File: config.mk
export PLATFORM = sky130hd
export DESIGN_NAME = clut_div
export DESIGN_NICKNAME = d
export VERILOG_FILES = /design/src/hdl/clut_pkg.sv /design/src/hdl/clut_div.sv
export SDC_FILE = /design/constraint.sdc
export NUM_CORES = 1
export LEC_CHECK = 0
export ABC_AREA = 1
export BUFFER_PORTS_ARGS = -buffer_cell sky130_fd_sc_hd__buf_2
export CORE_ASPECT_RATIO = 1.25
export CORE_MARGIN = 1.5
export CORE_UTILIZATION = 32
export CTS_CLUSTER_DIAMETER = 120
export DETAILED_ROUTE_END_ITERATION = 8
export MAX_ROUTING_LAYER = met4
export PLACE_DENSITY = 0.49
export SYNTH_ARGS = -nofsm -noshare
export SYNTH_HDL_FRONTEND = slang
export SYNTH_SLANG_ARGS = --single-unit
export TNS_END_PERCENT = 100
File: constraint.sdc
create_clock -name clk_i -period 1.8 [get_ports clk_i]
set_clock_uncertainty 0.1 [all_clocks]
set_input_delay 0.36 -clock clk_i [delete_from_list [all_inputs] [get_ports clk_i]]
set_output_delay 0.36 -clock clk_i [all_outputs]
set_load 0.01 [all_outputs]
File: src/hdl/clut_pkg.sv
`timescale 1ns / 1ps
`default_nettype none
// ----------------------------------------------------------------------------
// Colormap lookup package
// Shared constants, register indexes and word types of the false-color mapper.
// ----------------------------------------------------------------------------
package clut_pkg;

  // Palette storage.
  localparam int PAL_DEPTH = 512;
  localparam int PAL_AW    = $clog2(PAL_DEPTH);

  // Field widths.
  localparam int SAMPLE_W = 16;
  localparam int MAG_W    = SAMPLE_W;
  localparam int IDX_W    = 9;
  localparam int CH_W     = 8;
  localparam int NUM_CH   = 3;
  localparam int SIZE_W   = 10;
  localparam int FRAC_W   = 16;
  localparam int PROD_W   = CH_W + FRAC_W + 2;

  // Configuration port.
  localparam int CFG_AW = 2;
  localparam int CFG_DW = 16;

  // Divider and output buffer.
  localparam int DIV_STEPS  = FRAC_W;
  localparam int SKID_DEPTH = 2;
  localparam int SKID_AW    = $clog2(SKID_DEPTH);
  localparam int SKID_CW    = $clog2(SKID_DEPTH + 1);

  // Request codes.
  localparam logic REQ_WRITE = 1'b0;
  localparam logic REQ_MAP   = 1'b1;

  // Register reset values.
  localparam logic signed [SAMPLE_W-1:0] RANGE_MIN_RST    = 16'sd0;
  localparam logic signed [SAMPLE_W-1:0] RANGE_MAX_RST    = 16'sd32767;
  localparam logic        [SIZE_W-1:0]   PALETTE_SIZE_RST = 10'd256;

  typedef enum logic [CFG_AW-1:0] {
    CFG_RANGE_MIN    = 2'd0,
    CFG_RANGE_MAX    = 2'd1,
    CFG_PALETTE_SIZE = 2'd2
  } cfg_idx_e;

  // How the normalized position is formed.
  typedef enum logic [1:0] {
    CLS_ZERO = 2'd0,
    CLS_FULL = 2'd1,
    CLS_DIV  = 2'd2
  } cls_e;

  typedef struct packed {
    logic                       req_type;
    logic [IDX_W-1:0]           entry_index;
    logic [CH_W-1:0]            entry_red;
    logic [CH_W-1:0]            entry_green;
    logic [CH_W-1:0]            entry_blue;
    logic signed [SAMPLE_W-1:0] sample;
  } clut_req_t;

  typedef struct packed {
    logic [CH_W-1:0] out_red;
    logic [CH_W-1:0] out_green;
    logic [CH_W-1:0] out_blue;
  } clut_rsp_t;

  typedef struct packed {
    logic [CH_W-1:0] red;
    logic [CH_W-1:0] green;
    logic [CH_W-1:0] blue;
  } clut_rgb_t;

  typedef struct packed {
    logic [IDX_W-1:0] idx;
    clut_rgb_t        rgb;
  } clut_wr_t;

  // Word that travels through the divider stages.
  typedef struct packed {
    logic              is_map;
    cls_e              cls;
    logic [MAG_W-1:0]  rem;
    logic [MAG_W-1:0]  den;
    logic [FRAC_W-1:0] quot;
    clut_wr_t          wr;
  } clut_div_t;

endpackage
`default_nettype wire

File: src/hdl/clut_div.sv
`timescale 1ns / 1ps
`default_nettype none
// ----------------------------------------------------------------------------
// Colormap position divider
// Restoring division pipeline, one quotient bit per stage, that forms the
// fractional position in the range.
// ----------------------------------------------------------------------------
module clut_div (
  input  wire logic                 clk_i,
  input  wire logic                 rst_ni,
  input  wire logic                 en_i,
  input  wire logic                 valid_i,
  input  wire clut_pkg::clut_div_t  data_i,
  output logic                      valid_o,
  output clut_pkg::clut_div_t       data_o
);
  import clut_pkg::*;

  logic [DIV_STEPS-1:0] v_q;
  clut_div_t            st_q   [DIV_STEPS];
  clut_div_t            step_d [DIV_STEPS];

  // One restoring step: double the remainder, subtract the divisor if it fits.
  function automatic clut_div_t div_step(clut_div_t x);
    logic [MAG_W:0] dbl;
    logic [MAG_W:0] diff;
    logic           ge;
    clut_div_t      y;
    dbl    = {x.rem, 1'b0};
    ge     = (dbl >= {1'b0, x.den});
    diff   = dbl - {1'b0, x.den};
    y      = x;
    y.rem  = ge ? diff[MAG_W-1:0] : dbl[MAG_W-1:0];
    y.quot = {x.quot[FRAC_W-2:0], ge};
    return y;
  endfunction

  // Step logic of each stage.
  for (genvar k = 0; k < DIV_STEPS; k++) begin : g_step
    if (k == 0) begin : g_first
      assign step_d[k] = div_step(data_i);
    end else begin : g_next
      assign step_d[k] = div_step(st_q[k-1]);
    end
  end

  // Valid bits move with the words.
  always_ff @(posedge clk_i or negedge rst_ni) begin
    if (!rst_ni) begin
      v_q <= '0;
    end else if (en_i) begin
      v_q <= {v_q[DIV_STEPS-2:0], valid_i};
    end
  end

  // Stage registers.
  always_ff @(posedge clk_i) begin
    if (en_i) begin
      for (int k = 0; k < DIV_STEPS; k++) begin
        st_q[k] <= step_d[k];
      end
    end
  end

  assign valid_o = v_q[DIV_STEPS-1];
  assign data_o  = st_q[DIV_STEPS-1];

  // A finished division leaves a nonzero quotient and a remainder below the divisor.
  a_div_done: assert property (@(posedge clk_i) disable iff (!rst_ni)
    v_q[DIV_STEPS-1] && st_q[DIV_STEPS-1].is_map && (st_q[DIV_STEPS-1].cls == CLS_DIV)
    |-> (st_q[DIV_STEPS-1].quot != '0) && (st_q[DIV_STEPS-1].rem < st_q[DIV_STEPS-1].den))
    else $error("divider result out of range");

endmodule
`default_nettype wire

==> out/qor.yml <==
worstPathRequired_ns: 2.23
netlist_instances: 5528
ys_seq_area_share_pct: 63.2
grt_pass1_vias: 43200
worst-path-max-fanout: 7
cp-endpoint: "st_q[1][584]"
cp.depth: 11
worstSetupStartpoint: "st_q[1][483]"
vias_per_cell: 4.36
synth.area.top_cells: "edfxtp_1 (63%), nand2_1 (11%), inv_1 (5.7%)"
antenna_found_initial: 2
grt_start_max_net_pins: 58
synth_common_cells: "nand2_1 (1,787), edfxtp_1 (1,224), inv_1 (885)"
core-area_mm2: 0.182
period_needed_ns: 2.19
synth_cell_types: 36
clock_latency_ns: 0.81
regArea_mm2: 0.0372
drc: 0
synth_top_area_cell: "edfxtp_1"
final.period_utilization_pct: 121
synth_top_cell_area_share_pct: 62.5
crit_arrival_ns: 2.61
die_height_um: 482
drt_first_pass_iters: 5
multi_input_area_mm2: 0.0246
dr.first_iter.drc_count: 1770
synth.area.mux_share_pct: 0.0383
violations: "setup timing"
vias: 42700
synth_top_family_by_area: "simple AND/OR/NAND/NOR gates"
outcome: "finished with violations"
rrSetupSlack_ns: -0.39
cpPeakStageDelay_ns: 0.51
timing.reg2reg.worst_path_depth: 11
synth-async-reset-ratio_pct: 1.29
synth_nets: 5888
cts.sinks: 1240
wl_per_cell_um: 16.2
root_buffer: "clkbuf_16"
gr-total-overflow: 0
synth_seq_cells: 1240
vdd_drop_max_mv: 0.808
port_buffers: 156
power.total_mw: 136
crit_path_end_kind: "flop"
cts_tree: "done"
synthToLayoutAreaGrowth_pct: 48.1
synth_area_mm2: 0.0588
nNetsFinal: 7645
drive_gt1_share_pct: 45.6
rsz0062_at_grt: "true"
path_delay_family: "simple AND/OR/NAND/NOR gates"
drt_wl_total_um: 158000
yosys.area_share.simple_pct: 19.8
slew_violations: 0
slew_headroom_pct: 50.8
cts_buffer_depth: 3
crit_type: "flop to flop"
crit_chain: "inv_2 > ha_4 > nand2_2 > nand2_2 > a21oi_2 > nand2_2 > nor2_4 > nand2_8 > buf_12 > nand3_2 > nand2_1"
ys_warn_count: 0
r2r_end: "st_q[1][584]"
grt_first_pass_wirelength_um: 239000
drtAntennaViolNets: 0
fmax_ghz: 0.457
clk_pin_slew_ns: 0.06
maxCapViolations: 0
cpMaxStageDelayCell: "edfxtp_1"
cp_num_buf_inv: 2
start_util_pct: 32.3
synth_ff_type: "edfxtp_1"
worst_pin_slew_ns: 0.736
placement_rows: 175
synth_compound_area_share_pct: 1.66
yosysMostFrequentCell: "nand2_1"
htree_levels: 4
numCtsBuffers: 139
hold_viol: 0
worstSetupStartpointType: "flop"
setup_viol: 276
hp-class: "input pin to flop"
synth_fa_ha_area_share_pct: 5.99
nFillCells: 16700
gp_congestion: 0.905
die_area_mm2: 0.186
rr_startpoint: "st_q[1][483]"
p_per_area_mw_per_mm2: 1560
hpwl_um: 115000
setup_ws_ns: -0.386
p_leak_nw: 38.5
syn_avg_cell_area_um2: 10.6
synth-edff-count: 1224
die_x_um: 386
io_pins: 173
dp_slack_ns: -0.655
track_usage_pct: 17.1
cp_common_cell: "nand2_2"
synth_xor_area_share_pct: 1.65
-- flip-flops by register name, indices dropped and copies added (netlist names) --
signal / flops
v_q: 16
st_q: 1224
-- power breakdown --
group / switching [mW] / internal, mW / total (mW)
clock network: 12.3 / 16.4 / 28.7
registers: 3.62 / 38.0 / 41.7
logic: 33.1 / 32.1 / 65.2
total: 49.1 / 86.5 / 136
-- layout make-up --
class	instances	area share, %
sequential	1240	42.7
multi-input combinational	3259	28.2
timing repair buffer	1741	16.2
clock buffer	165	4.11
inverter	896	4.00
tap	2389	3.43
clock inverter	88	1.28
timing repair inverter	8	0.115
antenna	3	0.00862
-- per-layer routing --
| layer | part of all wire [%] | GRT usage, % | vias to the layer above |
|---|---|---|---|
| li1 | - | - | 21600 |
| met1 | 42 | 19.7 | 20200 |
| met2 | 52 | 30.1 | 583 |
| met3 | 2.8 | 2.43 | 282 |
| met4 | 3.6 | 6.08 | 0 |
| met5 | 0 | - | - |
-- through the flow --
| step | hold WS, ns | std cells | area [µm²] | TNS, ns | util (%) |
|---|---|---|---|---|---|
| 6_report | 0.0594 | 9789 | 87100 | -73.50 | 47.8 |
| 5_1_grt | 0.0174 | 9788 | 87100 | -96.27 | 47.8 |
| 4_1_cts | 0.0156 | 9642 | 82900 | -70.81 | 45.5 |
| 3_5_place_dp | 0.196 | 9135 | 73600 | -100.84 | 40.4 |
| 3_3_place_gp | 0.189 | 9135 | 73600 | -98.45 | 40.4 |
| 2_1_floorplan | -0.0356 | 5528 | 61500 | -16.05 | - |
-- repair_timing --
action                                  4_1_cts  5_1_grt
setup buffers                               173      135
hold endpoints to repair                    144        1
endpoints found under the setup margin      333      355
pin swaps                                   226      281
gates resized for setup                     667      819
gates cloned                                 13       12
hold buffers                                 70        1
-- tightest hold or removal path: cells and delay by family --
family	cells	cell delay, ns
AOI/OAI and AO/OA	1	0.06
buffers and inverters	3	0.35
-- cell usage in the layout, fill, tap and decap left out, types with 15 or more instances in the layout --
master         count
clkinv_1          25
nand3_1          184
inv_2            184
nor2_2            60
ha_4             242
nor2_1           127
clkbuf_16        147
nand2_4          145
dlygate4sd3_1     70
nand3_2          131
clkinv_2          15
dfrtp_1           16
nand4_1           66
buf_4           1378
nand3_4           36
a21oi_1          115
clkbuf_1          26
nand2_1         1213
nand2_2          469
xnor2_1           34
nand3b_1          60
nor2_4            69
inv_1            698
edfxtp_1        1224
a21oi_2           48
xor2_1            74
buf_12            56
nand2_8           19
buf_6             84
buf_2            139
and2_1            43
-- kinds of logic (layout without fill, tap and decap cells) --
group,Yosys count,after routing
simple gates,2676,2682
flops,1240,1240
buf+inv,1035,2898
fa+ha+maj,272,272
compound gates,192,192
xor+xnor,111,111
mux,2,2
other cells,0,3
-- worst min-delay path by stage --
stage	cells past startpoint	end	slack [ns]	from
6_report	4	st_q[0][65]	0.06	data_i[49]
5_1_grt	4	st_q[0][65]	0.02	data_i[49]
4_1_cts	4	st_q[0][66]	0.02	data_i[65]
3_5_place_dp	1	v_q[12]	0.20	rst_ni
3_3_place_gp	1	v_q[12]	0.19	rst_ni
2_1_floorplan	0	v_q[0]	-0.04	rst_ni
(Power assumes the default switching activity.)
