<file path="src/hdl/clut_pkg.sv">
`timescale 1ns / 1ps
`default_nettype none
// ----------------------------------------------------------------------------
// Colormap lookup package
// Shared constants, register indexes and word types of the false-color mapper.
// ----------------------------------------------------------------------------
package clut_pkg;

  // Palette storage.
  localparam int PAL_DEPTH = 512;
  localparam int PAL_AW    = $clog2(PAL_DEPTH);

  // Field widths.
  localparam int SAMPLE_W = 16;
  localparam int MAG_W    = SAMPLE_W;
  localparam int IDX_W    = 9;
  localparam int CH_W     = 8;
  localparam int NUM_CH   = 3;
  localparam int SIZE_W   = 10;
  localparam int FRAC_W   = 16;
  localparam int PROD_W   = CH_W + FRAC_W + 2;

  // Configuration port.
  localparam int CFG_AW = 2;
  localparam int CFG_DW = 16;

  // Divider and output buffer.
  localparam int DIV_STEPS  = FRAC_W;
  localparam int SKID_DEPTH = 2;
  localparam int SKID_AW    = $clog2(SKID_DEPTH);
  localparam int SKID_CW    = $clog2(SKID_DEPTH + 1);

  // Request codes.
  localparam logic REQ_WRITE = 1'b0;
  localparam logic REQ_MAP   = 1'b1;

  // Register reset values.
  localparam logic signed [SAMPLE_W-1:0] RANGE_MIN_RST    = 16'sd0;
  localparam logic signed [SAMPLE_W-1:0] RANGE_MAX_RST    = 16'sd32767;
  localparam logic        [SIZE_W-1:0]   PALETTE_SIZE_RST = 10'd256;

  typedef enum logic [CFG_AW-1:0] {
    CFG_RANGE_MIN    = 2'd0,
    CFG_RANGE_MAX    = 2'd1,
    CFG_PALETTE_SIZE = 2'd2
  } cfg_idx_e;

  // How the normalized position is formed.
  typedef enum logic [1:0] {
    CLS_ZERO = 2'd0,
    CLS_FULL = 2'd1,
    CLS_DIV  = 2'd2
  } cls_e;

  typedef struct packed {
    logic                       req_type;
    logic [IDX_W-1:0]           entry_index;
    logic [CH_W-1:0]            entry_red;
    logic [CH_W-1:0]            entry_green;
    logic [CH_W-1:0]            entry_blue;
    logic signed [SAMPLE_W-1:0] sample;
  } clut_req_t;

  typedef struct packed {
    logic [CH_W-1:0] out_red;
    logic [CH_W-1:0] out_green;
    logic [CH_W-1:0] out_blue;
  } clut_rsp_t;

  typedef struct packed {
    logic [CH_W-1:0] red;
    logic [CH_W-1:0] green;
    logic [CH_W-1:0] blue;
  } clut_rgb_t;

  typedef struct packed {
    logic [IDX_W-1:0] idx;
    clut_rgb_t        rgb;
  } clut_wr_t;

  // Word that travels through the divider stages.
  typedef struct packed {
    logic              is_map;
    cls_e              cls;
    logic [MAG_W-1:0]  rem;
    logic [MAG_W-1:0]  den;
    logic [FRAC_W-1:0] quot;
    clut_wr_t          wr;
  } clut_div_t;

endpackage
`default_nettype wire

</file>
<file path="src/hdl/clut_norm.sv">
`timescale 1ns / 1ps
`default_nettype none
// ----------------------------------------------------------------------------
// Colormap range normalizer
// Input register, offset from the range, sign and magnitude split, and the
// saturation check that feeds the divider.
// ----------------------------------------------------------------------------
module clut_norm (
  input  wire logic                                  clk_i,
  input  wire logic                                  rst_ni,
  input  wire logic                                  en_i,
  input  wire logic                                  valid_i,
  input  wire clut_pkg::clut_req_t                   data_i,
  input  wire logic signed [clut_pkg::SAMPLE_W-1:0]  range_min_i,
  input  wire logic signed [clut_pkg::SAMPLE_W-1:0]  range_max_i,
  output logic                                       valid_o,
  output clut_pkg::clut_div_t                        data_o
);
  import clut_pkg::*;

  // Stage 1: input register.
  logic      s1_v_q;
  clut_req_t s1_q;

  // Stage 2: offsets from the range minimum.
  logic                     s2_v_q;
  logic                     s2_map_q;
  clut_wr_t                 s2_wr_q;
  logic signed [SAMPLE_W:0] s2_num_q;
  logic signed [SAMPLE_W:0] s2_den_q;
  logic signed [SAMPLE_W:0] num_d;
  logic signed [SAMPLE_W:0] den_d;
  clut_wr_t                 wr_d;

  // Stage 3: magnitudes and class.
  logic             s3_v_q;
  logic             s3_map_q;
  clut_wr_t         s3_wr_q;
  cls_e             s3_cls_q;
  logic [MAG_W-1:0] s3_an_q;
  logic [MAG_W-1:0] s3_ad_q;
  cls_e             cls_d;
  logic signed [SAMPLE_W:0] num_abs;
  logic signed [SAMPLE_W:0] den_abs;
  logic             num_neg;
  logic             den_neg;

  // Stage 4: saturation check.
  logic      s4_v_q;
  clut_div_t s4_q;
  clut_div_t s4_d;

  // Offsets are exact in one extra bit.
  assign num_d = $signed({s1_q.sample[SAMPLE_W-1], s1_q.sample})
               - $signed({range_min_i[SAMPLE_W-1], range_min_i});
  assign den_d = $signed({range_max_i[SAMPLE_W-1], range_max_i})
               - $signed({range_min_i[SAMPLE_W-1], range_min_i});

  always_comb begin
    wr_d.idx       = s1_q.entry_index;
    wr_d.rgb.red   = s1_q.entry_red;
    wr_d.rgb.green = s1_q.entry_green;
    wr_d.rgb.blue  = s1_q.entry_blue;
  end

  // Sign handling: equal bounds, zero offset and opposite signs are settled here.
  assign num_neg = s2_num_q[SAMPLE_W];
  assign den_neg = s2_den_q[SAMPLE_W];
  assign num_abs = num_neg ? -s2_num_q : s2_num_q;
  assign den_abs = den_neg ? -s2_den_q : s2_den_q;

  always_comb begin
    if (s2_den_q == '0) begin
      cls_d = (!num_neg && (s2_num_q != '0)) ? CLS_FULL : CLS_ZERO;
    end else if ((s2_num_q == '0) || (num_neg != den_neg)) begin
      cls_d = CLS_ZERO;
    end else begin
      cls_d = CLS_DIV;
    end
  end

  // A quotient of one or more saturates to the last entry.
  always_comb begin
    s4_d.is_map = s3_map_q;
    s4_d.cls    = ((s3_cls_q == CLS_DIV) && (s3_an_q >= s3_ad_q)) ? CLS_FULL : s3_cls_q;
    s4_d.rem    = s3_an_q;
    s4_d.den    = s3_ad_q;
    s4_d.quot   = '0;
    s4_d.wr     = s3_wr_q;
  end

  // Valid bits.
  always_ff @(posedge clk_i or negedge rst_ni) begin
    if (!rst_ni) begin
      s1_v_q <= 1'b0;
      s2_v_q <= 1'b0;
      s3_v_q <= 1'b0;
      s4_v_q <= 1'b0;
    end else if (en_i) begin
      s1_v_q <= valid_i;
      s2_v_q <= s1_v_q;
      s3_v_q <= s2_v_q;
      s4_v_q <= s3_v_q;
    end
  end

  // Payload registers.
  always_ff @(posedge clk_i) begin
    if (en_i) begin
      s1_q     <= data_i;
      s2_map_q <= (s1_q.req_type == REQ_MAP);
      s2_wr_q  <= wr_d;
      s2_num_q <= num_d;
      s2_den_q <= den_d;
      s3_map_q <= s2_map_q;
      s3_wr_q  <= s2_wr_q;
      s3_cls_q <= cls_d;
      s3_an_q  <= num_abs[MAG_W-1:0];
      s3_ad_q  <= den_abs[MAG_W-1:0];
      s4_q     <= s4_d;
    end
  end

  assign valid_o = s4_v_q;
  assign data_o  = s4_q;

  // A word sent to the divider starts with a remainder below a nonzero divisor.
  a_div_start: assert property (@(posedge clk_i) disable iff (!rst_ni)
    s4_v_q && s4_q.is_map && (s4_q.cls == CLS_DIV) |-> (s4_q.den != '0) && (s4_q.rem < s4_q.den))
    else $error("divider word starts out of range");

endmodule
`default_nettype wire

</file>
<file path="config.mk">
export PLATFORM = sky130hd
export DESIGN_NAME = clut_norm
export DESIGN_NICKNAME = d
export VERILOG_FILES = /design/src/hdl/clut_pkg.sv /design/src/hdl/clut_norm.sv
export SDC_FILE = /design/constraint.sdc
export NUM_CORES = 1
export LEC_CHECK = 0
export ABC_AREA = 1
export ABC_CLOCK_PERIOD_IN_PS = 3800
export BUFFER_PORTS_ARGS = -buffer_cell sky130_fd_sc_hd__buf_2
export CORE_ASPECT_RATIO = 1.4
export CORE_MARGIN = 2
export CORE_UTILIZATION = 61
export DETAILED_ROUTE_END_ITERATION = 12
export PLACE_DENSITY = 0.85
export SLEW_MARGIN = 30
export SYNTH_ARGS = -nofsm -noshare
export SYNTH_HDL_FRONTEND = slang
export SYNTH_SLANG_ARGS = --single-unit
export TNS_END_PERCENT = 1
</file>
<file path="constraint.sdc">
create_clock -name clk_i -period 3.8 [get_ports clk_i]
set_clock_uncertainty 0.1 [all_clocks]
set_input_delay 0.57 -clock clk_i [delete_from_list [all_inputs] [get_ports clk_i]]
set_output_delay 0.57 -clock clk_i [all_outputs]
set_load 0.05 [all_outputs]
</file>
==> key figures <==
Clock tree
  – Clock sink total: 258
  – Number of setup buffers added after CTS: 0
  – TritonCTS buffer count: 24
  – Root buffer cell: clkbuf_16
  – TritonCTS clock tree: done
  – Number of H-tree levels: 1
  – Skew-Pair Late Insertion Delay: 0.51 ns
  – Max clock buf depth: 3
  – Reg clk slew, reported paths: 0.06 ns
  – Post-CTS Hold Fix Bufs: 1
  – CTS resizes: 0

Critical path
  – Worst-path maximum fanout: 4
  – Setup Crit Path Kind: register to register
  – Reg2reg path depth: 9
  – R2r setup slk: 1.80 ns
  – Req. time, crit path: 3.96 ns
  – Reg-to-Reg End: s2_num_q[16]
  – R2R Path Start: s1_q[0]
  – Startpoint types: register
  – Kind of end point of the critical path: register
  – Worst path arrival time: 2.17 ns

Logic synthesis
  – Syn_area_per_cell: 12.8 um2
  – Cells after synthesis: 860
  – Seq cells post-synth: 258
  – Yosys warns: 0
  – Seq/Total Area, Yosys: 70.1%
  – Yosys cell types: 31
  – Synth Cell Area: 0.0110 mm2

Global route
  – Initial antenna violation count: 0
  – Largest net degree at the start of global routing: 103
  – First-pass GRT wire length: 30,600 um
  – All-Layer GR Usage: 20.3%
  – Vias in the first global route: 6,409
  – Total grt overflow: 0

Worst hold path
  – Worst Min Path Start: data_i[48]
  – Hold Crit Depth: 1
  – Sink of the worst hold path: s1_q[48]
  – Min-Delay Path Class: primary input to register

Layout
  – Nets: 1,177
  – Share of cells above drive strength 1: 20.3%
  – Area grow syn2layout: 17.5%
  – Ant diodes: 0
  – Final Non-Filler Cells: 1,297

Timing
  – Post-route clock period utilization: 52.7%
  – Max Clk Rate: 0.499 GHz
  – Tmin final: 2.00 ns
  – Max_slew headroom: 48.7%
  – Slew Viols, Final: 0
  – Worst-Margin Slew: 0.770 ns
  – RSZ-0062 raised after global routing: false
  – Setup_tns: 0 ns
  – Fin. Hold Viols: 0
  – Final Setup Violations: 0

Detailed routing
  – Router iterations before antenna repair: 4
  – Vias/cell: 5.05
  – Wirelength per Cell: 15.2 um
  – Vias: 6,556
  – Initial detailed-routing violation count: 413
  – Final WL: 19,700 um
  – Routed Antenna Nets: 0
  – # DRC: 0

Status
  – Status: complete, no violations

Power and ir drop
  – Peak supply drop: 0.397 mV
  – Internal power: 5390 uW
  – Seq pwr share: 49.8%
  – Logic pwr share: 15.4%
  – Sw Ratio: 26.0%
  – Clock Power Share: 34.8%
  – PwrDens: 563 mW/mm2
  – Static Leak: 0.00559 uW
  – P_sw: 1890 uW

Floorplan
  – Site Rows: 58
  – Die X: 118 um
  – IO Count: 171
  – Total core area: 0.0179 mm2
  – Initial Util: 61.7%
  – DIE AREA: 0.0192 mm2
  – Die Y: 163 um

Placement
  – IO Port Bufs: 154
  – Dpl hpwl: 14,000 um
  – Gpl congestion: 0.884
  – Placed cells: 1,252

Flow run
  – Max-cap violations: 0
[routing by layer]
| layer | wire (um) | GRT usage (%) | vias up | share of wire [%] |
|---|---|---|---|---|
| met1 | 7600 | 23.2 | 3015 | 39 |
| met5 | 0 | 0 | - | 0 |
| met2 | 10700 | 39.3 | 216 | 54 |
| li1 | - | - | 3295 | - |
| met3 | 891 | 2.59 | 30 | 4.5 |
| met4 | 477 | 6.74 | 0 | 2.4 |
[worst max-delay path, stage by stage, from the launching register on]
cell	delay, ns
edfxtp_1	0.33
inv_1	0.04
ha_1	0.23
fa_1	0.46
o21ai_2	0.20
nand2_1	0.07
nand2_1	0.11
nand2_1	0.08
nand3_1	0.08
nand2_1	0.05
[power by group through the flow]
stage	Combinational [uW]	Sequential [uW]	Clock [uW]
after floorplan	592	3850	0
after global placement	1070	3670	0
after detailed placement	1110	3690	0
after CTS	1120	3630	2590
after global routing	1240	3650	2700
final	1120	3630	2540
[state kept, by name, indices dropped and copies added (netlist names)]
register / cells
data_o: 68
s1_q: 50
s2_wr_q: 33
s3_wr_q: 33
s2_den_q: 17
s2_num_q: 17
s3_ad_q: 16
s3_an_q: 16
s3_cls_q: 2
s1_v_q: 1
s2_map_q: 1
s2_v_q: 1
s3_map_q: 1
s3_v_q: 1
valid_o: 1
[synthesized netlist by cell type]
master	instances	area [um2]
conb_1	1	3.75
edfxtp_1	254	7630
nand3_1	37	185
inv_1	108	405
ha_1	50	626
nand3b_1	6	45.0
xnor2_1	8	70.1
nand2_1	171	642
nand3_2	2	20.0
nor2_2	7	43.8
nor2_1	56	210
fa_1	2	40.0
or2_1	1	6.26
a21o_1	3	22.5
o21ai_2	5	43.8
a21oi_1	41	205
clkbuf_1	3	11.3
o21ai_1	5	25.0
nor4_1	4	25.0
xor2_1	31	272
a31oi_1	1	6.26
buf_2	1	5.00
dfrtp_1	4	100
nand4_1	5	31.3
o21ai_0	14	70.1
nand2_2	7	43.8
nor3_2	1	10.0
o21bai_1	6	45.0
buf_4	16	120
nor3_1	8	40.0
o31ai_1	2	15.0
[cell families (layout without fill, tap and decap cells)]
family | count (synthesis) | in the layout | share of synthesized area, %
adder cells (fa/ha/maj) | 52 | 52 | 6.04
AND/OR/NAND/NOR | 305 | 305 | 11.8
XOR/XNOR | 39 | 39 | 3.10
AO/OA/AOI/OAI | 77 | 77 | 3.93
buffers and inverters | 128 | 310 | 4.92
flip-flops | 258 | 258 | 70.2
other | 1 | 16 | 0.0340
[per-stage QoR]
| stage | worst slack (ns) | total power (uW) | hold WS (ns) | util [%] | area, um2 |
|---|---|---|---|---|---|
| after global placement | 1.46 | 4740 | 0.274 | 67.6 | 12100 |
| after floorplan | 1.69 | 4450 | 0.174 | - | 11100 |
| after detailed placement | 1.41 | 4800 | 0.278 | 67.6 | 12100 |
| after global routing | 1.63 | 7600 | 0.116 | 72.5 | 12900 |
| final | 1.80 | 7290 | 0.135 | 72.5 | 12900 |
| after CTS | 1.78 | 7340 | 0.121 | 72.5 | 12900 |
[area by class of cell]
class | instances | area (um2)
clock buffer | 30 | 654
clock inverter | 14 | 199
fill | 1203 | 4910
inverter | 108 | 405
multi-input combinational | 489 | 2800
sequential | 258 | 7730
tap | 240 | 300
timing repair buffer | 158 | 851
[how the worst max path moves through the flow]
stage / start / to / slack, ns / depth (start not counted)
3_3_place_gp: range_min_i[0] / s2_den_q[16] / 1.46 / 9
4_1_cts: s1_q[0] / s2_num_q[16] / 1.78 / 9
3_5_place_dp: range_min_i[0] / s2_den_q[16] / 1.41 / 9
2_1_floorplan: range_min_i[0] / s2_num_q[16] / 1.69 / 8
6_report: s1_q[0] / s2_num_q[16] / 1.80 / 9
5_1_grt: s1_q[0] / s2_num_q[12] / 1.63 / 9
[layout by cell type (no fill, tap or decap), types with 8 or more instances in the layout]
master / count
nor3_1: 8
o21ai_0: 14
a21oi_1: 41
ha_1: 50
inv_1: 108
nand3_1: 37
edfxtp_1: 254
clkbuf_16: 25
buf_2: 153
xor2_1: 31
conb_1: 16
nand2_1: 171
nor2_1: 56
xnor2_1: 8
Power figures use the tool's default switching activity.
