<file path="src/hdl/clut_pkg.sv">
`timescale 1ns / 1ps
`default_nettype none
// ----------------------------------------------------------------------------
// Colormap lookup package
// Shared constants, register indexes and word types of the false-color mapper.
// ----------------------------------------------------------------------------
package clut_pkg;

  // Palette storage.
  localparam int PAL_DEPTH = 512;
  localparam int PAL_AW    = $clog2(PAL_DEPTH);

  // Field widths.
  localparam int SAMPLE_W = 16;
  localparam int MAG_W    = SAMPLE_W;
  localparam int IDX_W    = 9;
  localparam int CH_W     = 8;
  localparam int NUM_CH   = 3;
  localparam int SIZE_W   = 10;
  localparam int FRAC_W   = 16;
  localparam int PROD_W   = CH_W + FRAC_W + 2;

  // Configuration port.
  localparam int CFG_AW = 2;
  localparam int CFG_DW = 16;

  // Divider and output buffer.
  localparam int DIV_STEPS  = FRAC_W;
  localparam int SKID_DEPTH = 2;
  localparam int SKID_AW    = $clog2(SKID_DEPTH);
  localparam int SKID_CW    = $clog2(SKID_DEPTH + 1);

  // Request codes.
  localparam logic REQ_WRITE = 1'b0;
  localparam logic REQ_MAP   = 1'b1;

  // Register reset values.
  localparam logic signed [SAMPLE_W-1:0] RANGE_MIN_RST    = 16'sd0;
  localparam logic signed [SAMPLE_W-1:0] RANGE_MAX_RST    = 16'sd32767;
  localparam logic        [SIZE_W-1:0]   PALETTE_SIZE_RST = 10'd256;

  typedef enum logic [CFG_AW-1:0] {
    CFG_RANGE_MIN    = 2'd0,
    CFG_RANGE_MAX    = 2'd1,
    CFG_PALETTE_SIZE = 2'd2
  } cfg_idx_e;

  // How the normalized position is formed.
  typedef enum logic [1:0] {
    CLS_ZERO = 2'd0,
    CLS_FULL = 2'd1,
    CLS_DIV  = 2'd2
  } cls_e;

  typedef struct packed {
    logic                       req_type;
    logic [IDX_W-1:0]           entry_index;
    logic [CH_W-1:0]            entry_red;
    logic [CH_W-1:0]            entry_green;
    logic [CH_W-1:0]            entry_blue;
    logic signed [SAMPLE_W-1:0] sample;
  } clut_req_t;

  typedef struct packed {
    logic [CH_W-1:0] out_red;
    logic [CH_W-1:0] out_green;
    logic [CH_W-1:0] out_blue;
  } clut_rsp_t;

  typedef struct packed {
    logic [CH_W-1:0] red;
    logic [CH_W-1:0] green;
    logic [CH_W-1:0] blue;
  } clut_rgb_t;

  typedef struct packed {
    logic [IDX_W-1:0] idx;
    clut_rgb_t        rgb;
  } clut_wr_t;

  // Word that travels through the divider stages.
  typedef struct packed {
    logic              is_map;
    cls_e              cls;
    logic [MAG_W-1:0]  rem;
    logic [MAG_W-1:0]  den;
    logic [FRAC_W-1:0] quot;
    clut_wr_t          wr;
  } clut_div_t;

endpackage
`default_nettype wire

</file>
<file path="src/hdl/clut_skid.sv">
`timescale 1ns / 1ps
`default_nettype none
// ----------------------------------------------------------------------------
// Colormap output buffer
// Two-word buffer between the pipeline and the result channel; its fill level
// decides when the pipeline advances.
// ----------------------------------------------------------------------------
module clut_skid (
  input  wire logic                 clk_i,
  input  wire logic                 rst_ni,
  input  wire logic                 valid_i,
  input  wire clut_pkg::clut_rsp_t  data_i,
  output logic                      ready_o,
  output logic                      out_valid_o,
  input  wire logic                 out_stall_i,
  output clut_pkg::clut_rsp_t       out_data_o
);
  import clut_pkg::*;

  logic [SKID_CW-1:0] count_q;
  logic [SKID_CW-1:0] count_d;
  logic [SKID_AW-1:0] wr_ptr_q;
  logic [SKID_AW-1:0] rd_ptr_q;
  clut_rsp_t          buf_q [SKID_DEPTH];
  logic               push;
  logic               pop;

  // The pipeline moves only while a slot is free.
  assign ready_o     = (32'(count_q) != SKID_DEPTH);
  assign push        = valid_i && ready_o;
  assign out_valid_o = (count_q != '0);
  assign pop         = out_valid_o && !out_stall_i;
  assign out_data_o  = buf_q[rd_ptr_q];

  always_comb begin
    count_d = count_q;
    if (push && !pop) begin
      count_d = count_q + 1'b1;
    end else if (pop && !push) begin
      count_d = count_q - 1'b1;
    end
  end

  // Pointers and fill level.
  always_ff @(posedge clk_i or negedge rst_ni) begin
    if (!rst_ni) begin
      count_q  <= '0;
      wr_ptr_q <= '0;
      rd_ptr_q <= '0;
    end else begin
      count_q <= count_d;
      if (push) begin
        wr_ptr_q <= wr_ptr_q + 1'b1;
      end
      if (pop) begin
        rd_ptr_q <= rd_ptr_q + 1'b1;
      end
    end
  end

  // Buffered words.
  always_ff @(posedge clk_i) begin
    if (push) begin
      buf_q[wr_ptr_q] <= data_i;
    end
  end

endmodule
`default_nettype wire
</file>
<file path="config.mk">
export PLATFORM = sky130hd
export DESIGN_NAME = clut_skid
export DESIGN_NICKNAME = d
export VERILOG_FILES = /design/src/hdl/clut_pkg.sv /design/src/hdl/clut_skid.sv
export SDC_FILE = /design/constraint.sdc
export NUM_CORES = 1
export LEC_CHECK = 0
export ABC_AREA = 1
export BUFFER_PORTS_ARGS = -buffer_cell sky130_fd_sc_hd__buf_2
export CAP_MARGIN = 40
export CORE_AREA = 2 2 67 69
export CTS_BUF_LIST = sky130_fd_sc_hd__clkbuf_8 sky130_fd_sc_hd__clkbuf_16
export DETAILED_ROUTE_END_ITERATION = 8
export DIE_AREA = 0 0 69 71
export PLACE_DENSITY = 0.75
export SLEW_MARGIN = 25
export SYNTH_ARGS = -nofsm -noshare
export SYNTH_HDL_FRONTEND = slang
export SYNTH_SLANG_ARGS = --single-unit
export TNS_END_PERCENT = 50
</file>
<file path="constraint.sdc">
create_clock -name clk_i -period 2.7 [get_ports clk_i]
set_input_delay 0.675 -clock clk_i [delete_from_list [all_inputs] [get_ports clk_i]]
set_output_delay 0.675 -clock clk_i [all_outputs]
set_load 0.1 [all_outputs]
</file>
==> results.py, run 1 <==
metrics = {
    "final_layout": {
        "area_delta_synth_final_pct": 20.0,
        "drive_gt1_frac": 0.363,
        "final_cells": 267,
        "num-nets-final": 243,
        "diodes": 0,
        "nFillCells": 352,
        "fin_area_mm2": 0.00245,
    },
    "setup_path": {
        "cp-end-kind": "output pin",
        "worstSetupPathType": "reg -> out",
        "r2r_start": "count_q[0]",
        "crit_top_cell": "nand2_1",
        "path_max_fanout": 11,
        "rrSetupSlack_ns": 1.29,
        "crit_family": "buffers and inverters",
        "r2r_end": "count_q[1]",
        "worstPathArrival_ns": 1.69,
        "cp.depth": 4,
        "crit_chain": "buf_4 > nand2_1 > nand2_1 > buf_2",
        "crit_buf_inv": 2,
        "critPathMaxStageDelay_ns": 0.59,
        "required_ns": 2.03,
        "slowest_stage": "dfrtp_1",
        "reg2reg_depth": 9,
        "startpoint_type": "register",
    },
    "route": {
        "vias": 1232,
        "wl_per_cell_um": 12.5,
        "vias_per_cell": 4.61,
        "drt_wl_total_um": 3330,
        "drc": 0,
        "drt_iter0_markers": 50,
        "antenna_left": 0,
        "drt_first_pass_iters": 4,
    },
    "logic_synthesis": {
        "syn-cell-area_mm2": 0.00204,
        "synthCells": 155,
        "synth_top_area_cell": "edfxtp_1",
        "yosys-top-cells-area": "edfxtp_1 71%, nand2_1 14%, dfrtp_1 4.9%, nand2_2 1.8%, clkbuf_8 1.3%",
        "ys_ff_latch": 52,
        "synth_enable_flop_cells": 48,
        "ys_warn_count": 0,
        "synthFlopType": "edfxtp_1",
        "synthDominantCellAreaShare": 0.705,
        "yosysSeqAreaShare": 0.754,
        "yosys.cell_count.top_type": "nand2_1",
        "synthArstFlopShare": 0.0769,
        "synth_nets": 184,
        "avgSynthCellArea_um2": 13.2,
        "yosys-top-cells-count": "74 x nand2_1, 48 x edfxtp_1, 6 x nand2_2",
        "synth_cell_types": 17,
    },
    "clocking": {
        "ctsLongestPathBuffers": 2,
        "cts_root_buf": "clkbuf_8",
        "clock_sinks": 52,
        "cts_buffers": 5,
        "cts_max_level": 2,
        "cts-resized-gates": 0,
        "clock_latency_ns": 0.29,
        "holdBufCountCts": 0,
        "clk_pin_slew_worst_paths_ns": 0.08,
        "cts_setup_buffers": 0,
        "cts_tree": "done",
    },
    "timing": {
        "setup_tns_ns": 0,
        "relSlewSlack": 0.674,
        "hold_viol_final": 0,
        "finalCritPeriodShare": 0.878,
        "clock_skew_ns": 0.00815,
        "whs_ns": 0.177,
        "fmax_mhz": 422,
        "rsz0062_at_grt": "false",
        "tightest_slew_ns": 0.492,
        "setup_violations": 0,
        "finalMaxSlewViolations": 0,
        "period_needed_ns": 2.37,
    },
    "floorplanning": {
        "die_width_um": 69,
        "placementRows": 24,
        "io_pins": 54,
        "start_util": 0.486,
        "dieArea_mm2": 0.00490,
        "die_h_um": 71,
        "core_area_mm2": 0.00420,
    },
    "global_routing": {
        "grt_max_degree": 26,
        "grt_first_pass_wirelength_um": 5490,
        "grt_overflow": 0,
        "track_usage": 0.147,
        "antenna_found_initial": 0,
        "grt_pass1_vias": 1288,
    },
    "place": {
        "placed_area_mm2": 0.00234,
        "dp_hpwl_um": 2400,
        "dp_cells": 259,
        "place.gp.congestion": 0.762,
        "portBuffers": 53,
    },
    "worst_hold_path": {
        "hold_path.class": "in -> async",
    },
    "flow_run": {
        "cap_violations": 0,
    },
    "outcome": {
        "status": "complete, no violations",
    },
}
-- how the worst max path moves through the flow --
stage	startpoint	to
floorplan	count_q[0]	buf_q[0][0]
global placement	rd_ptr_q	out_data_o[11]
detailed placement	rd_ptr_q	out_data_o[15]
CTS	rd_ptr_q	out_data_o[15]
global route	rd_ptr_q	out_data_o[5]
finish	rd_ptr_q	out_data_o[11]
-- cell type report --
cell class              instances  area [um^2]  area share
flip-flops and latches         52         1540       0.629
multi-input cells              90          404       0.165
repair buffers                 57          295       0.120
clock buffers                   5         68.8      0.0281
well taps                      52         65.1      0.0265
clock inverters                 3         38.8      0.0158
inverters                       8         37.5      0.0153
-- per-stage QoR --
| stage | setup WS, ns | util |
|---|---|---|
| global placement | 0.654 | 0.557 |
| global route | 0.218 | 0.583 |
| finish | 0.330 | 0.583 |
| detailed placement | 0.634 | 0.557 |
| CTS | 0.313 | 0.583 |
| floorplan | 0.452 | - |
-- flip-flops by register name (all words and copies together), names as in the netlist --
register,count
count_q,2
rd_ptr_q,1
buf_q,48
wr_ptr_q,1
-- cell families after synthesis --
family        synth area share
simple gates             0.177
flops                    0.754
buf+inv                 0.0502
xor+xnor                0.0123
fa+ha+maj              0.00612
-- cells in the final DEF, fill, tap and decap left out, drive strengths merged --
master  Yosys  layout
nand2      82      82
buf         3      57
edfxtp     48      48
inv         8       9
clkbuf      2       5
dfrtp       4       4
nor2        2       2
nand3       2       2
xnor2       1       1
nand4       1       1
xor2        1       1
ha          1       1
bufinv      0       1
clkinv      0       1
-- metal layers --
layer / part of all wire / vias to the layer above / GRT usage / routed length [um]
met4: 0.013 / 0 / 0.0523 / 42
met1: 0.39 / 569 / 0.158 / 1290
met3: 0.049 / 5 / 0.0342 / 162
met2: 0.55 / 33 / 0.281 / 1830
li1: - / 625 / - / -
met5: 0 / - / 0 / 0
Power of run 1 is not shown: default switching activity piles up to over one toggle a cycle in this logic, so the estimate is an artifact.
==> run 2: changes to the inputs <==
--- a/config.mk
+++ b/config.mk
@@ -8,11 +8,10 @@
 export ABC_AREA = 1
 export BUFFER_PORTS_ARGS = -buffer_cell sky130_fd_sc_hd__buf_2
 export CAP_MARGIN = 40
-export CORE_AREA = 2 2 67 69
+export CORE_AREA = 3 3 76 78
 export CTS_BUF_LIST = sky130_fd_sc_hd__clkbuf_8 sky130_fd_sc_hd__clkbuf_16
 export DETAILED_ROUTE_END_ITERATION = 8
-export DIE_AREA = 0 0 69 71
-export PLACE_DENSITY = 0.75
+export DIE_AREA = 0 0 79 81
 export SLEW_MARGIN = 25
 export SYNTH_ARGS = -nofsm -noshare
 export SYNTH_HDL_FRONTEND = slang
==> run 2 against run 1 <==
Effect of this change:
- non-clock buffer count is the same
- critical path depth unchanged
- worst hold slack worse by 0.0022 ns
- register-to-register slack lost 0.16 ns
- critical endpoint is now out_data_o[22]
==> results.py, run 2 (synthesized netlist as in run 1, its figures left out) <==
metrics = {
    "outcome": {
        "status": "complete, no violations",
    },
    "setup_path": {
        "critical_path.startpoint": "rd_ptr_q",
        "slowest_stage": "dfrtp_1",
        "crit_buf_inv": 2,
        "crit_family": "buffers and inverters",
        "startpoint_type": "register",
        "worstSetupPathType": "reg -> out",
        "crit_chain": "buf_4 > nand2_1 > nand2_1 > buf_2",
        "critPathMaxStageDelay_ns": 0.60,
        "cp-end-kind": "output pin",
        "path_max_fanout": 9,
        "r2r_start": "count_q[0]",
        "required_ns": 2.03,
        "worstPathArrival_ns": 1.72,
        "crit_top_cell": "nand2_1",
    },
    "timing": {
        "tightest_slew_ns": 0.555,
        "hold_viol_final": 0,
        "rsz0062_at_grt": "false",
        "finalCritPeriodShare": 0.885,
        "setup_violations": 0,
        "relSlewSlack": 0.630,
        "setup_tns_ns": 0,
        "period_needed_ns": 2.39,
        "fmax_mhz": 418,
        "clock_skew_ns": 0.00476,
        "finalMaxSlewViolations": 0,
        "fin_ws_ns": 0.309,
    },
    "floorplanning": {
        "io_pins": 54,
        "die_width_um": 79,
        "die_h_um": 81,
        "start_util": 0.398,
        "core_area_mm2": 0.00514,
        "dieArea_mm2": 0.00640,
        "placementRows": 26,
    },
    "place": {
        "place.gp.congestion": 0.823,
        "portBuffers": 53,
        "dp_hpwl_um": 2520,
        "placed_area_mm2": 0.00241,
        "dp_cells": 277,
        "dpl_worst_slack_ns": 0.622,
    },
    "final_layout": {
        "nFillCells": 477,
        "area_delta_synth_final_pct": 21.7,
        "diodes": 0,
        "final_common_cell": "nand2_1",
        "largestRegisters": "buf_q (48), count_q (2)",
        "layout_common_cells": "74 x nand2_1, 52 x buf_2, 48 x edfxtp_1, 8 x inv_1, 6 x nand2_2",
        "fin_area_mm2": 0.00249,
        "drive_gt1_frac": 0.353,
        "num-nets-final": 243,
        "top_register": "buf_q",
        "final_cells": 285,
        "largest_reg_flops": 48,
    },
    "clocking": {
        "cts_root_buf": "clkbuf_8",
        "cts_max_level": 2,
        "clock_latency_ns": 0.29,
        "cts_setup_buffers": 0,
        "clock_sinks": 52,
        "ctsLongestPathBuffers": 2,
        "cts_tree": "done",
        "clk_pin_slew_worst_paths_ns": 0.08,
        "cts-resized-gates": 0,
        "cts_buffers": 5,
        "holdBufCountCts": 0,
    },
    "global_routing": {
        "grt_pass1_vias": 1218,
        "grt_overflow": 0,
        "grt_first_pass_wirelength_um": 5630,
        "grt_max_degree": 26,
        "antenna_found_initial": 0,
        "track_usage": 0.118,
    },
    "flow_run": {
        "cap_violations": 0,
    },
    "route": {
        "vias_per_cell": 4.35,
        "vias": 1239,
        "wl_per_cell_um": 12.5,
        "drt_iter0_markers": 78,
        "drc": 0,
        "antenna_left": 0,
        "drt_first_pass_iters": 4,
        "drt_wl_total_um": 3550,
    },
    "worst_hold_path": {
        "hold_path.class": "in -> async",
    },
}
-- run 2: changes by cell type in the layout (fill, tap and decap cells not counted) --
| cell | change |
|---|---|
| bufinv_16 | -1 |
| buf_12 | +3 |
| buf_4 | -2 |
| clkinv_2 | -1 |
| buf_2 | -1 |
| inv_1 | +2 |
-- run 2: cell type report --
class | count | area, um^2 | share of cell area
repair buffers | 57 | 335 | 0.135
inverters | 8 | 37.5 | 0.0151
clock inverters | 3 | 11.3 | 0.00453
well taps | 70 | 87.6 | 0.0352
multi-input cells | 90 | 404 | 0.163
clock buffers | 5 | 68.8 | 0.0277
flip-flops and latches | 52 | 1540 | 0.620
-- run 2: worst paths after layout --
| path | to | slack (ns) | depth (start not counted) |
|---|---|---|---|
| worst max register to register | buf_q[0][11] | 1.13 | 5 |
| worst min register to register | count_q[0] | 0.52 | 1 |
| worst min-delay path | rd_ptr_q | 0.18 | 1 |
| worst max-delay path | out_data_o[22] | 0.31 | 4 |
| min in group clk_i | count_q[0] | 0.52 | 1 |
| max in group asynchronous | count_q[1] | 2.39 | 1 |
-- run 2: through the flow --
step                      hold WS [ns]   util
after floorplan                  0.379      -
after global placement           0.497  0.468
after detailed placement         0.496  0.468
after CTS                        0.170  0.484
after global routing             0.159  0.484
final                            0.175  0.484
-- run 2: layer usage --
layer	wire length [um]	vias to the layer above	track usage	part of all wire
met4	33	0	0.0464	0.0093
met5	0	-	0	0
met1	1590	565	0.149	0.45
met2	1650	44	0.187	0.46
li1	-	626	-	-
met3	275	4	0.0421	0.077
Power of run 2 is left out for the same reason.
==> run 3: changes to the inputs <==
--- a/config.mk
+++ b/config.mk
@@ -10,6 +10,7 @@
 export CAP_MARGIN = 40
 export CORE_AREA = 3 3 76 78
 export CTS_BUF_LIST = sky130_fd_sc_hd__clkbuf_8 sky130_fd_sc_hd__clkbuf_16
+export CTS_CLUSTER_DIAMETER = 30
 export DETAILED_ROUTE_END_ITERATION = 8
 export DIE_AREA = 0 0 79 81
 export SLEW_MARGIN = 25
==> constraint.sdc (replaced) <==
create_clock -name clk_i -period 2.7 [get_ports clk_i]
set_input_delay 0.135 -clock clk_i [delete_from_list [all_inputs] [get_ports clk_i]]
set_output_delay 0.135 -clock clk_i [all_outputs]
set_load 0.1 [all_outputs]
==> run 3 against run 2 <==
Effect of this change:
- first-iteration DRC count fell by 53%
- cell count is 0.35% higher
- final area fell by 0.25%
- global-route usage is 0.051 points lower
- highest routed layer unchanged
- clock skew increased by 0.0056 ns
- die area stayed put
- worst hold slack got worse by 0.15 ns
==> results.py, run 3 (synthesized netlist as in run 1, its figures left out) <==
metrics = {
    "outcome": {
        "status": "complete, no violations",
    },
    "final_layout": {
        "largest_reg_flops": 48,
        "final_util": 0.482,
        "final_common_cell": "nand2_1",
        "largestRegisters": "buf_q (48), count_q (2)",
        "drive_gt1_frac": 0.356,
        "num-nets-final": 245,
        "layout_common_cells": "74 x nand2_1, 53 x buf_2, 48 x edfxtp_1, 6 x nand2_2",
        "diodes": 0,
        "top_register": "buf_q",
        "area_delta_synth_final_pct": 21.4,
    },
    "place": {
        "place.gp.congestion": 0.669,
        "portBuffers": 53,
        "dpl_worst_slack_ns": 1.07,
        "dp_hpwl_um": 2420,
    },
    "route": {
        "vias_per_cell": 4.34,
        "wl_per_cell_um": 12.3,
        "drt_wl_total_um": 3520,
        "antenna_left": 0,
        "vias": 1241,
        "drt_first_pass_iters": 4,
        "drc": 0,
        "drt_iter0_markers": 37,
    },
    "setup_path": {
        "path_max_fanout": 25,
        "r2r_end": "count_q[1]",
        "r2r_start": "count_q[0]",
        "rrSetupSlack_ns": 1.30,
        "required_ns": 2.57,
        "worstPathArrival_ns": 1.79,
        "startpoint_type": "register",
        "reg2reg_depth": 9,
        "cp-end-kind": "output pin",
        "worstSetupPathType": "reg -> out",
    },
    "worst_hold_path": {
        "hold_depth": 1,
        "hold_end": "buf_q[1][11]",
        "hp-start": "data_i[11]",
        "hold_path.class": "in -> reg",
    },
    "clocking": {
        "cts_root_buf": "clkbuf_8",
        "clk_pin_slew_worst_paths_ns": 0.09,
        "clock_latency_ns": 0.30,
        "clock_sinks": 52,
        "cts_max_level": 2,
        "cts_buffers": 5,
        "ctsLongestPathBuffers": 2,
        "cts-resized-gates": 0,
        "cts_tree": "done",
    },
    "floorplanning": {
        "dieArea_mm2": 0.00640,
        "core_area_mm2": 0.00514,
        "die_width_um": 79,
        "placementRows": 26,
        "io_pins": 54,
        "die_h_um": 81,
        "start_util": 0.398,
    },
    "timing": {
        "rsz0062_at_grt": "false",
        "fin_ws_ns": 0.774,
        "finalCritPeriodShare": 0.713,
        "setup_tns_ns": 0,
        "whs_ns": 0.0225,
        "clock_skew_ns": 0.0104,
        "fmax_mhz": 519,
        "tightest_slew_ns": 0.494,
        "finalMaxSlewViolations": 0,
        "hold_viol_final": 0,
        "period_needed_ns": 1.93,
        "relSlewSlack": 0.673,
        "setup_violations": 0,
    },
    "flow_run": {
        "cap_violations": 0,
    },
    "global_routing": {
        "grt_pass1_vias": 1206,
        "track_usage": 0.118,
        "grt_max_degree": 26,
        "grt_first_pass_wirelength_um": 5500,
        "antenna_found_initial": 0,
        "grt_overflow": 0,
    },
}
run 3: cell count changes in the layout (fill, tap and decap cells not counted):
cell / before / now
clkinv_1: 0 / 2
dlygate4sd3_1: 0 / 1
inv_1: 8 / 5
buf_16: 0 / 1
buf_4: 2 / 4
buf_12: 3 / 0
buf_2: 52 / 53
run 3: area by class of cell:
type / count / area (um^2)
clock inverters: 2 / 7.51
multi-input cells: 90 / 404
well taps: 70 / 87.6
clock buffers: 5 / 68.8
fillers: 489 / 2660
inverters: 8 / 37.5
flip-flops and latches: 52 / 1540
repair buffers: 59 / 333
run 3: repair_timing:
| action | CTS | global route |
|---|---|---|
| buffers inserted | 0 | 0 |
| hold buffers | 1 | 0 |
| hold endpoints to repair | 4 | 0 |
| endpoints found under the setup margin | 0 | 0 |
run 3: per-layer routing:
metal  track usage  wire length [um]
met1         0.139              1530
met4        0.0361                15
met5             0                 0
met2         0.199              1760
met3        0.0455               214
run 3: metrics by stage:
stage	instance area, um^2	cells
finish	2480	286
floorplan	2040	155
CTS	2480	286
global route	2480	286
global placement	2370	277
detailed placement	2390	278
run 3: worst max-delay path by stage:
stage / startpoint / to / slack [ns]
finish: rd_ptr_q / out_data_o[6] / 0.77
CTS: rd_ptr_q / out_data_o[4] / 0.75
floorplan: count_q[0] / buf_q[0][0] / 0.45
global route: rd_ptr_q / out_data_o[16] / 0.65
global placement: rd_ptr_q / out_data_o[2] / 0.88
detailed placement: rd_ptr_q / out_data_o[16] / 1.07
run 3: critical path, cell delays in order, from the launching register on:
cell,delay (ns)
dfrtp_1,0.54
buf_16,0.24
inv_8,0.14
nand2_1,0.07
nand2_1,0.07
buf_2,0.42
Power of run 3 is left out for the same reason.
